==> src/design/pemn_pkg.sv <==
// ----------------------------------------------------------------------------
// pemn_pkg
// Shared constants and types for the pad edge to MIDI note converter.
// ----------------------------------------------------------------------------
package pemn_pkg;

  localparam int NUM_PADS     = 6;
  localparam int PACKET_BYTES = 8;
  localparam int BYTE_W       = (PACKET_BYTES > 1) ? $clog2(PACKET_BYTES) : 1;

  localparam int NOTE_W   = 7;
  localparam int GROUP_W  = 8;
  localparam int PAD_W    = 3;
  localparam int STATUS_W = 8;
  localparam int CFG_IDX_W  = 3;
  localparam int CFG_DATA_W = 8;
  localparam int PACKET_W   = 8 * PACKET_BYTES;

  localparam logic [CFG_IDX_W-1:0] REG_GROUP_SIZE = 3'd6;

  localparam logic [STATUS_W-1:0] ST_ON     = 8'h99;
  localparam logic [STATUS_W-1:0] ST_OFF    = 8'h89;
  localparam logic [NOTE_W-1:0]   VEL_ON    = 7'h7F;
  localparam logic [NOTE_W-1:0]   VEL_OFF   = 7'h00;
  localparam logic [NOTE_W-1:0]   NOTE_BASE = 7'h20;

  typedef enum logic [2:0] {
    S_IDLE   = 3'b001,
    S_GATHER = 3'b010,
    S_SCAN   = 3'b100
  } state_t;

endpackage

==> src/design/pad_edge_to_midi_notes.sv <==
// ----------------------------------------------------------------------------
// pad_edge_to_midi_notes
// ORs pad report packets over a group, then scans the pads one per cycle
// (held while output stalls), sending a note-on or note-off per changed pad.
// ----------------------------------------------------------------------------
// Flow: a packet is registered on input, then its PACKET_BYTES (8) bytes
// pass one by one through the shared byte OR unit; at a group end the
// NUM_PADS (6) pads are scanned, one event per cycle while not stalled.
// in_stall holds off a new packet until the last one and any scan are done.
// Reset: synchronous; all pads held, note map 32..37, group size 0.
module pad_edge_to_midi_notes (
  input  logic                                clk,
  input  logic                                rst,
  input  logic                                in_valid,
  output logic                                in_stall,
  input  logic [pemn_pkg::PACKET_W-1:0]       packet,
  output logic                                out_valid,
  input  logic                                out_stall,
  output logic [pemn_pkg::STATUS_W-1:0]       status_byte,
  output logic [pemn_pkg::NOTE_W-1:0]         note,
  output logic [pemn_pkg::NOTE_W-1:0]         velocity,
  output logic [pemn_pkg::PAD_W-1:0]          pad_index,
  output logic                                last_event,
  input  logic                                cfg_valid,
  output logic                                cfg_ready,
  input  logic [pemn_pkg::CFG_IDX_W-1:0]      cfg_index,
  input  logic [pemn_pkg::CFG_DATA_W-1:0]     cfg_data
);

  pemn_pkg::state_t state;
  logic [pemn_pkg::PACKET_W-1:0] pkt;
  logic [pemn_pkg::BYTE_W-1:0]   byte_left;
  logic [pemn_pkg::NUM_PADS-1:0] acc;
  logic [pemn_pkg::NUM_PADS-1:0] acc_next;
  logic [pemn_pkg::NUM_PADS-1:0] held;
  logic [pemn_pkg::NUM_PADS-1:0] pads;
  logic [pemn_pkg::NUM_PADS-1:0] chg;
  logic [pemn_pkg::GROUP_W-1:0]  packet_counter;
  logic [pemn_pkg::GROUP_W-1:0]  group_size;
  logic [pemn_pkg::NOTE_W-1:0]   note_map [pemn_pkg::NUM_PADS];
  logic [pemn_pkg::PAD_W-1:0]    scan_pad;
  logic in_xfer;
  logic out_free;
  logic emit;
  logic scan_done;
  logic group_end;
  logic last_now;

  assign cfg_ready = 1'b1;
  assign in_stall  = (state != pemn_pkg::S_IDLE);
  assign in_xfer   = in_valid && !in_stall;
  assign out_free  = !out_valid || !out_stall;

  assign acc_next  = acc | pkt[pemn_pkg::NUM_PADS-1:0];
  assign group_end = (packet_counter >= group_size);
  assign emit      = (state == pemn_pkg::S_SCAN) && chg[scan_pad] && out_free;
  assign scan_done = (state == pemn_pkg::S_SCAN) && (!chg[scan_pad] || emit) &&
                     (scan_pad == pemn_pkg::PAD_W'(pemn_pkg::NUM_PADS - 1));
  assign last_now  = ((chg & ~(pemn_pkg::NUM_PADS'(1) << scan_pad)) == '0);

  always_ff @(posedge clk) begin
    if (rst) begin
      state          <= pemn_pkg::S_IDLE;
      byte_left      <= '0;
      acc            <= '0;
      held           <= '1;
      chg            <= '0;
      packet_counter <= '0;
      scan_pad       <= '0;
      out_valid      <= 1'b0;
      group_size     <= '0;
      for (int i = 0; i < pemn_pkg::NUM_PADS; i++) begin
        note_map[i] <= pemn_pkg::NOTE_BASE + pemn_pkg::NOTE_W'(i);
      end
    end else begin
      if (cfg_valid && cfg_ready) begin
        if (cfg_index < pemn_pkg::REG_GROUP_SIZE) begin
          note_map[cfg_index] <= cfg_data[pemn_pkg::NOTE_W-1:0];
        end else if (cfg_index == pemn_pkg::REG_GROUP_SIZE) begin
          group_size <= cfg_data[pemn_pkg::GROUP_W-1:0];
        end
      end

      if (emit) begin
        out_valid <= 1'b1;
      end else if (out_valid && !out_stall) begin
        out_valid <= 1'b0;
      end

      case (state)
        pemn_pkg::S_IDLE: begin
          if (in_xfer) begin
            byte_left <= pemn_pkg::BYTE_W'(pemn_pkg::PACKET_BYTES - 1);
            state     <= pemn_pkg::S_GATHER;
          end
        end
        pemn_pkg::S_GATHER: begin
          byte_left <= byte_left - 1'b1;
          if (byte_left != '0) begin
            acc <= acc_next;
          end else if (!group_end) begin
            acc            <= acc_next;
            packet_counter <= packet_counter + 1'b1;
            state          <= pemn_pkg::S_IDLE;
          end else begin
            acc            <= '0;
            packet_counter <= '0;
            chg            <= acc_next ^ held;
            held           <= acc_next;
            scan_pad       <= '0;
            state          <= pemn_pkg::S_SCAN;
          end
        end
        pemn_pkg::S_SCAN: begin
          if (emit) begin
            chg[scan_pad] <= 1'b0;
          end
          if (scan_done) begin
            state <= pemn_pkg::S_IDLE;
          end else if (!chg[scan_pad] || emit) begin
            scan_pad <= scan_pad + 1'b1;
          end
        end
        default: begin
          state <= pemn_pkg::S_IDLE;
        end
      endcase
    end
  end

  always_ff @(posedge clk) begin
    if (in_xfer) begin
      pkt <= packet;
    end else if (state == pemn_pkg::S_GATHER) begin
      pkt <= pkt >> 8;
    end
    if (state == pemn_pkg::S_GATHER && byte_left == '0) begin
      pads <= acc_next;
    end
    if (emit) begin
      status_byte <= pads[scan_pad] ? pemn_pkg::ST_ON : pemn_pkg::ST_OFF;
      velocity    <= pads[scan_pad] ? pemn_pkg::VEL_ON : pemn_pkg::VEL_OFF;
      note        <= note_map[scan_pad];
      pad_index   <= scan_pad;
      last_event  <= last_now;
    end
  end

`ifndef ASSERT_OFF
  a_scan_range: assert property (@(posedge clk) disable iff (rst)
    state == pemn_pkg::S_SCAN |-> scan_pad < pemn_pkg::PAD_W'(pemn_pkg::NUM_PADS))
    else $error("scan pad out of range");

  a_scan_clears: assert property (@(posedge clk) disable iff (rst)
    scan_done |=> chg == '0)
    else $error("pending pad change left after scan");

  a_held_stable: assert property (@(posedge clk) disable iff (rst)
    state != pemn_pkg::S_GATHER |=> $stable(held))
    else $error("pad state changed outside group end");

  a_emit_free: assert property (@(posedge clk) disable iff (rst)
    out_valid && out_stall |=> out_valid && $stable(pad_index))
    else $error("pending event overwritten");

  a_vel_match: assert property (@(posedge clk) disable iff (rst)
    out_valid |-> (status_byte == pemn_pkg::ST_ON) == (velocity == pemn_pkg::VEL_ON))
    else $error("status and velocity disagree");
`endif

endmodule
==> config.mk <==
export PLATFORM = sky130hd
export DESIGN_NAME = pad_edge_to_midi_notes
export DESIGN_NICKNAME = d
export VERILOG_FILES = /design/src/design/pemn_pkg.sv /design/src/design/pad_edge_to_midi_notes.sv
export SDC_FILE = /design/constraint.sdc
export NUM_CORES = 1
export LEC_CHECK = 0
export BUFFER_PORTS_ARGS = -buffer_cell sky130_fd_sc_hd__clkbuf_2
export CORE_MARGIN = 10
export CORE_UTILIZATION = 62
export DETAILED_ROUTE_END_ITERATION = 6
export HOLD_SLACK_MARGIN = 0.05
export PLACE_DENSITY = 0.86
export SLEW_MARGIN = 40
export SYNTH_ARGS = -nofsm -noshare
export SYNTH_HDL_FRONTEND = slang
export SYNTH_SLANG_ARGS = --single-unit
==> constraint.sdc <==
create_clock -name clk -period 3.9 [get_ports clk]
set_input_delay 0.195 -clock clk [delete_from_list [all_inputs] [get_ports clk]]
set_output_delay 0.195 -clock clk [all_outputs]
set_load 0.01 [all_outputs]
; ---- Yosys cells after proc, flatten, opt, wreduce, memory -nomap -nowiden
; Memory sizes are Yosys's and may differ from the RTL's. A register that Yosys moved wholly into a read port is not among the register bits.
; Index checks and enable logic that the tools add are counted.
[totals]
ff_bits = 133
ram_bits = 42
input_bits = 80
output_inout_bits = 29
elab_cells = 114
memories = 1
[classes]
n_addsub = 3
n_lt_le_gt_ge = 4
eq_ne = 13
shifts = 1
muxes = 40
n_bitwise = 8
n_reduce_logical = 29
[mem_list]
columns = name, words, word_bits, rd, rd_ports_with_merged_regs, write_ports, line_no
row1 = note_map, 6, 7, 1, 1, 6, pad_edge_to_midi_notes.sv:40  ; logic [pemn_pkg::NOTE_W-1:0] note_map [pemn_pkg::NUM_PADS];
[ops]
columns = operator, count
row1 = two-way mux 64 bit, 2
row2 = two-way mux 3 bit, 10
row3 = two-way mux 6 bit, 5
row4 = two-way mux 7 bit, 2
row5 = bitwise AND 6 bit, 2
row6 = two-way mux 1 bit, 12
row7 = "!= test 2 bit, second input constant", 6
row8 = inverter 6 bit, 2
row9 = one-hot mux 3 bit (2 select lines), 2
row10 = one-hot mux 6 bit (2 select lines), 1
row11 = "== test 3 bit, second input constant", 3
row12 = one-hot mux 3 bit (3 select lines), 1
row13 = AND reduction 3 bit, 3
row14 = "adder 8 x 1 -> 8 bit, second input constant", 1
row15 = >= comparator 8 bit, 1
row16 = logical AND 1 bit, 8
row17 = two-way mux 8 bit, 1
row18 = nonzero test 2 bit, 4
row19 = OR reduction 7 bit, 1
row20 = binary-select mux 1 bit (select 3 bit), 2
row21 = logical NOT 6 bit, 1
row22 = OR 6 bit, 1
row23 = "<< shifter 1 x 3 -> 6 bit, first input constant", 1
row24 = bitwise XOR 6 bit, 1
row25 = 19 further kinds, 25

; ---- Logic depth before layout (Yosys ltp)
[depth]
depth_word = 9
ltp_mapped = 8
depth_no_buf = 8

; ---- Least setup slack after synthesis
; Ideal clock, no wire load.
[synth_path]
path_type = register to register
startpoint = reg state[0]
endpoint = reg byte_left[2] (netlist bit)
setup_time_ps = 92
t_arrival_ps = 2426
required_ps = 3808
path_slack_ps = 1382
stages_incl_launch_ff = 6
n_path_buf = 0
period_less_slack_ps = 2518
path_cell_list = dfxtp_1 > nor3b_2 > nand2_1 > nand2b_1 > a21oi_1 > a311oi_1
[synth_via]
elab_chain_len = 5
elab_cells_between_ends = 9
classes_between = 4 x eq/ne / 1 x mux / 4 x reduce/logical
[synth_rtl]
columns = element, line_no
row1 = start: declaration, pad_edge_to_midi_notes.sv:30  ; pemn_pkg::state_t state;
row2 = start signal: assignment, pad_edge_to_midi_notes.sv:63  ; state <= pemn_pkg::S_IDLE;
row3 = start signal: assignment, pad_edge_to_midi_notes.sv:94  ; state <= pemn_pkg::S_GATHER;
row4 = start signal: assignment, pad_edge_to_midi_notes.sv:104  ; state <= pemn_pkg::S_IDLE;
row5 = != test 3 x 1 -> 1 bit, pad_edge_to_midi_notes.sv:50  ; assign in_stall = (state != pemn_pkg::S_IDLE);
row6 = logical NOT 1 bit, pad_edge_to_midi_notes.sv:51  ; assign in_xfer = in_valid && !in_stall;
row7 = logical AND 1 bit, pad_edge_to_midi_notes.sv:51
row8 = != test 2 bit (no source line), -
row9 = AND reduction 2 bit (no source line), -
row10 = end signal: assignment, pad_edge_to_midi_notes.sv:93  ; byte_left <= pemn_pkg::BYTE_W'(pemn_pkg::PACKET_BYTES - 1);
row11 = end signal: assignment, pad_edge_to_midi_notes.sv:98  ; byte_left <= byte_left - 1'b1;
row12 = end: declaration, pad_edge_to_midi_notes.sv:32  ; logic [pemn_pkg::BYTE_W-1:0] byte_left;
; Several ways; a longest one is shown, not always the timed one.
; A chain may end at the register's enable or synchronous reset.

; ---- Worst setup path after layout
[layout_path]
startpoint = reg scan_pad[2] (netlist bit)
endpoint = reg note[0] (netlist bit), read port of note_map (enable)
[layout_via]
elab_chain_len = 4
[layout_rtl]
columns = element, line_no
row1 = start: declaration, pad_edge_to_midi_notes.sv:41  ; logic [pemn_pkg::PAD_W-1:0] scan_pad;
row2 = start signal: assignment, pad_edge_to_midi_notes.sv:121  ; scan_pad <= scan_pad + 1'b1;
row3 = binary-select mux 1 bit (select 3 bit), pad_edge_to_midi_notes.sv:56  ; assign emit = (state == pemn_pkg::S_SCAN) && chg[scan_pad] && out_free;
row4 = two-way mux 1 bit (not written as such), pad_edge_to_midi_notes.sv:56
row5 = logical AND 1 bit (2 in series), pad_edge_to_midi_notes.sv:56
row6 = named net emit, pad_edge_to_midi_notes.sv:44  ; logic emit;
row7 = end: declaration, pad_edge_to_midi_notes.sv:20  ; output logic [pemn_pkg::NOTE_W-1:0] note,
; The timed path passes the listed nets, and every way through them passes these cells. The select of a mux whose other input is x is not followed.

==> run_results.csv <==
group,metric,value,unit
logic_synthesis,synthTopCellsByArea,"edfxtp_1 49%, dfxtp_1 12%, mux2_2 5.8%",
drt,wirelength,15800,um
drt,drt_iter0_drc,494,
flow_run,cap_violations,0,
pwr,p_total,3.95,mW
sta,fin_setup_tns,0,ns
clocking,ctsRootBufferMaster,"clkbuf_16",
die,row_count,40,
worst_setup_path,required,3.96,ns
worst_setup_path,crit_type,"reg -> reg",
final_layout,design_area,8650,sq um
global_route,grt_overflow,0,
die,core,12000,sq um
final_layout,antenna_cells,0,
worst_setup_path,regToRegSetupSlack,1.30,ns
sta,period_minus_slack,2.60,ns
logic_synthesis,synth_top_area_cell,"edfxtp_1",
clocking,cts_inserted_buffers,17,
sta,rsz0062_at_grt,"no",
die,initial_core_util,63.1,%
logic_synthesis,netlist_instances,597,
clocking,clk_path_buf_depth,2,
global_route,grt_pass1_wl,25400,um
logic_synthesis,synthArstFlopShare,0,%
pwr,leakagePower,3.24,nW
global_route,grt_pass1_vias,5183,
die,die-width,130,um
sta,worstMarginPinSlew,0.709,ns
final_layout,stdcell_count,848,
hold_path,min_path_type,"in -> reg",
logic_synthesis,synth-seq-cells,166,
final_layout,area_growth,14.5,%
hold_path,hold_start,"packet[37]",
sta,hold_violations,0,
outcome,outcome,"finished clean",
clocking,clock_latency,0.42,ns
worst_setup_path,end_kind,"register",
worst_setup_path,crit_start,"scan_pad[2]",
logic_synthesis,synth_edf_count,122,
worst_setup_path,reg2reg_depth,4,
clocking,numClockSinks,166,
drt,vias,5084,
pwr,p_per_area,456,nW/um^2
global_route,track_usage,19.2,%
logic_synthesis,ys_types,59,
drt,drc_errors,0,
sta,max_slew_margin,52.7,%
final_layout,nets,784,
clocking,cts.htree.levels,4,
die,die-area,17000,sq um
sta,max_freq,385,MHz
placement,gp_congestion,0.884,
hold_path,holdPathEnd,"pkt[37]",
clocking,cts_tree,"built",
final_layout,fillers,748,
placement,place_area,8070,sq um
logic_synthesis,ys_seq_area_share,60.2,%
worst_setup_path,rr_startpoint,"scan_pad[2]",
placement,port_buffers,84,
die,die_y,130,um
pwr,ir_worst_vdd,0.288,mV
worst_setup_path,crit_arrival,2.66,ns
logic_synthesis,synth.cell_area,7550,sq um
sta,finalCritPeriodShare,66.6,%
die,pin_count,109,
logic_synthesis,ys.flop_type,"edfxtp_1",
sta,timing.hold.ws,0.0621,ns
hold_path,hold_path_depth,2,
drt,vias_per_cell,6.00,
clocking,cts.clk_slew.worst_paths,0.07,ns
placement,dp_hpwl,11100,um
sta,finalMaxSlewViolations,0,
worst_setup_path,cp_max_fo,19,
sta,setup-violations-final,0,
drt,ant_nets,0,
sta,clock_skew,0.0100,ns
logic_synthesis,synthesis.area_per_instance,12.6,sq um
final_layout,layout-drive-gt1-share,27.5,%
global_route,antenna_found_initial,0,
drt,drtPass1Iterations,5,
logic_synthesis,ys_warn_count,0,
worst_setup_path,start_kind,"register",
worst_setup_path,r2r-end,"note[0]",
logic_synthesis,synth_top_cell_area_share,48.5,%
placement,dp.cells,815,
global_route,grt_max_degree,58,
drt,drt-wirelength-per-cell,18.7,um
cells by family after synthesis:
logic type | share of synthesized area, %
buf+inv | 4.61
compound gates | 7.91
flops | 60.2
other cells | 0.0995
mux | 11.1
simple gates | 12.5
fa+ha+maj | 2.65
xor+xnor | 0.928
registers in the layout, summed over array words and instances (netlist names):
register and cells:
state 3, pads 6, held 6, out_valid 1, group_size 8, pkt 48
note_map 56, byte_left 3, last_event 1, acc 6, pad_index 3, velocity 1
scan_pad 3, note 7, packet_counter 8, chg 6
power by group:
group          switching (mW)  internal [mW]
logic                   0.162          0.129
registers              0.0351           2.02
clock network           0.695          0.903
total                   0.893           3.05
what timing repair did:
| item | in CTS | in global routing |
|---|---|---|
| buffers inserted | 0 | 0 |
| hold buffers | 1 | 0 |
| resized for setup | 0 | 0 |
| endpoints found under the hold margin | 1 | 0 |
metal layers:
layer	up-vias	track usage [%]	part of all wire [%]
li1	2350	-	-
met1	2460	23.2	38
met2	246	32.6	52
met3	28	4.50	7.6
met4	0	7.26	1.8
met5	-	0	0
cells in the final DEF, fill, tap and decap left out, types with 18 or more instances in the layout:
master / instances
a21oi_1: 28
clkbuf_2: 84
conb_1: 22
dfxtp_1: 44
edfxtp_1: 122
inv_1: 32
mux2_2: 39
nand2_1: 57
nor2_1: 30
nor3_1: 18
critical path, stage by stage (launching register included):
cell and delay [ns]:
dfxtp_1 0.78, mux2i_1 0.15, o32ai_1 0.47, o211ai_1 0.31, inv_1 0.50
cell type report:
type,count,area (sq um),area share (%)
Timing Repair Buffer,92,483,5.59
Sequential cell,166,4540,52.6
Multi-Input combinational cell,377,2750,31.7
Clock buffer,19,443,5.12
Clock inverter,13,119,1.37
Inverter,34,129,1.49
Tap cell,147,184,2.13
Yosys cell counts, types with 12 or more instances:
library cell and number:
edfxtp_1 122, nand2_1 57, dfxtp_1 44, mux2_2 39
inv_1 32, nor2_1 30, a21oi_1 28, nor3_1 19
nand2b_1 18, ha_1 16, and2_1 15, buf_4 15
clkbuf_1 13, mux4_2 13, o211ai_1 12
how the worst max path moves through the flow:
stage                     cells after the start           end
after global routing                          4       note[0]
after global placement                        4       note[3]
final                                         4       note[0]
after floorplan                               5  byte_left[2]
after CTS                                     4       pkt[27]
after detailed placement                      4       pkt[27]
metrics by stage:
step                      setup slack [ns]  utilization [%]
after CTS                             1.34             72.2
after detailed placement              1.35             67.4
after floorplan                       1.38                -
final                                 1.30             72.3
after global routing                  1.13             72.3
after global placement                1.44             67.4
No activity file was read; power rests on OpenSTA's default activity.
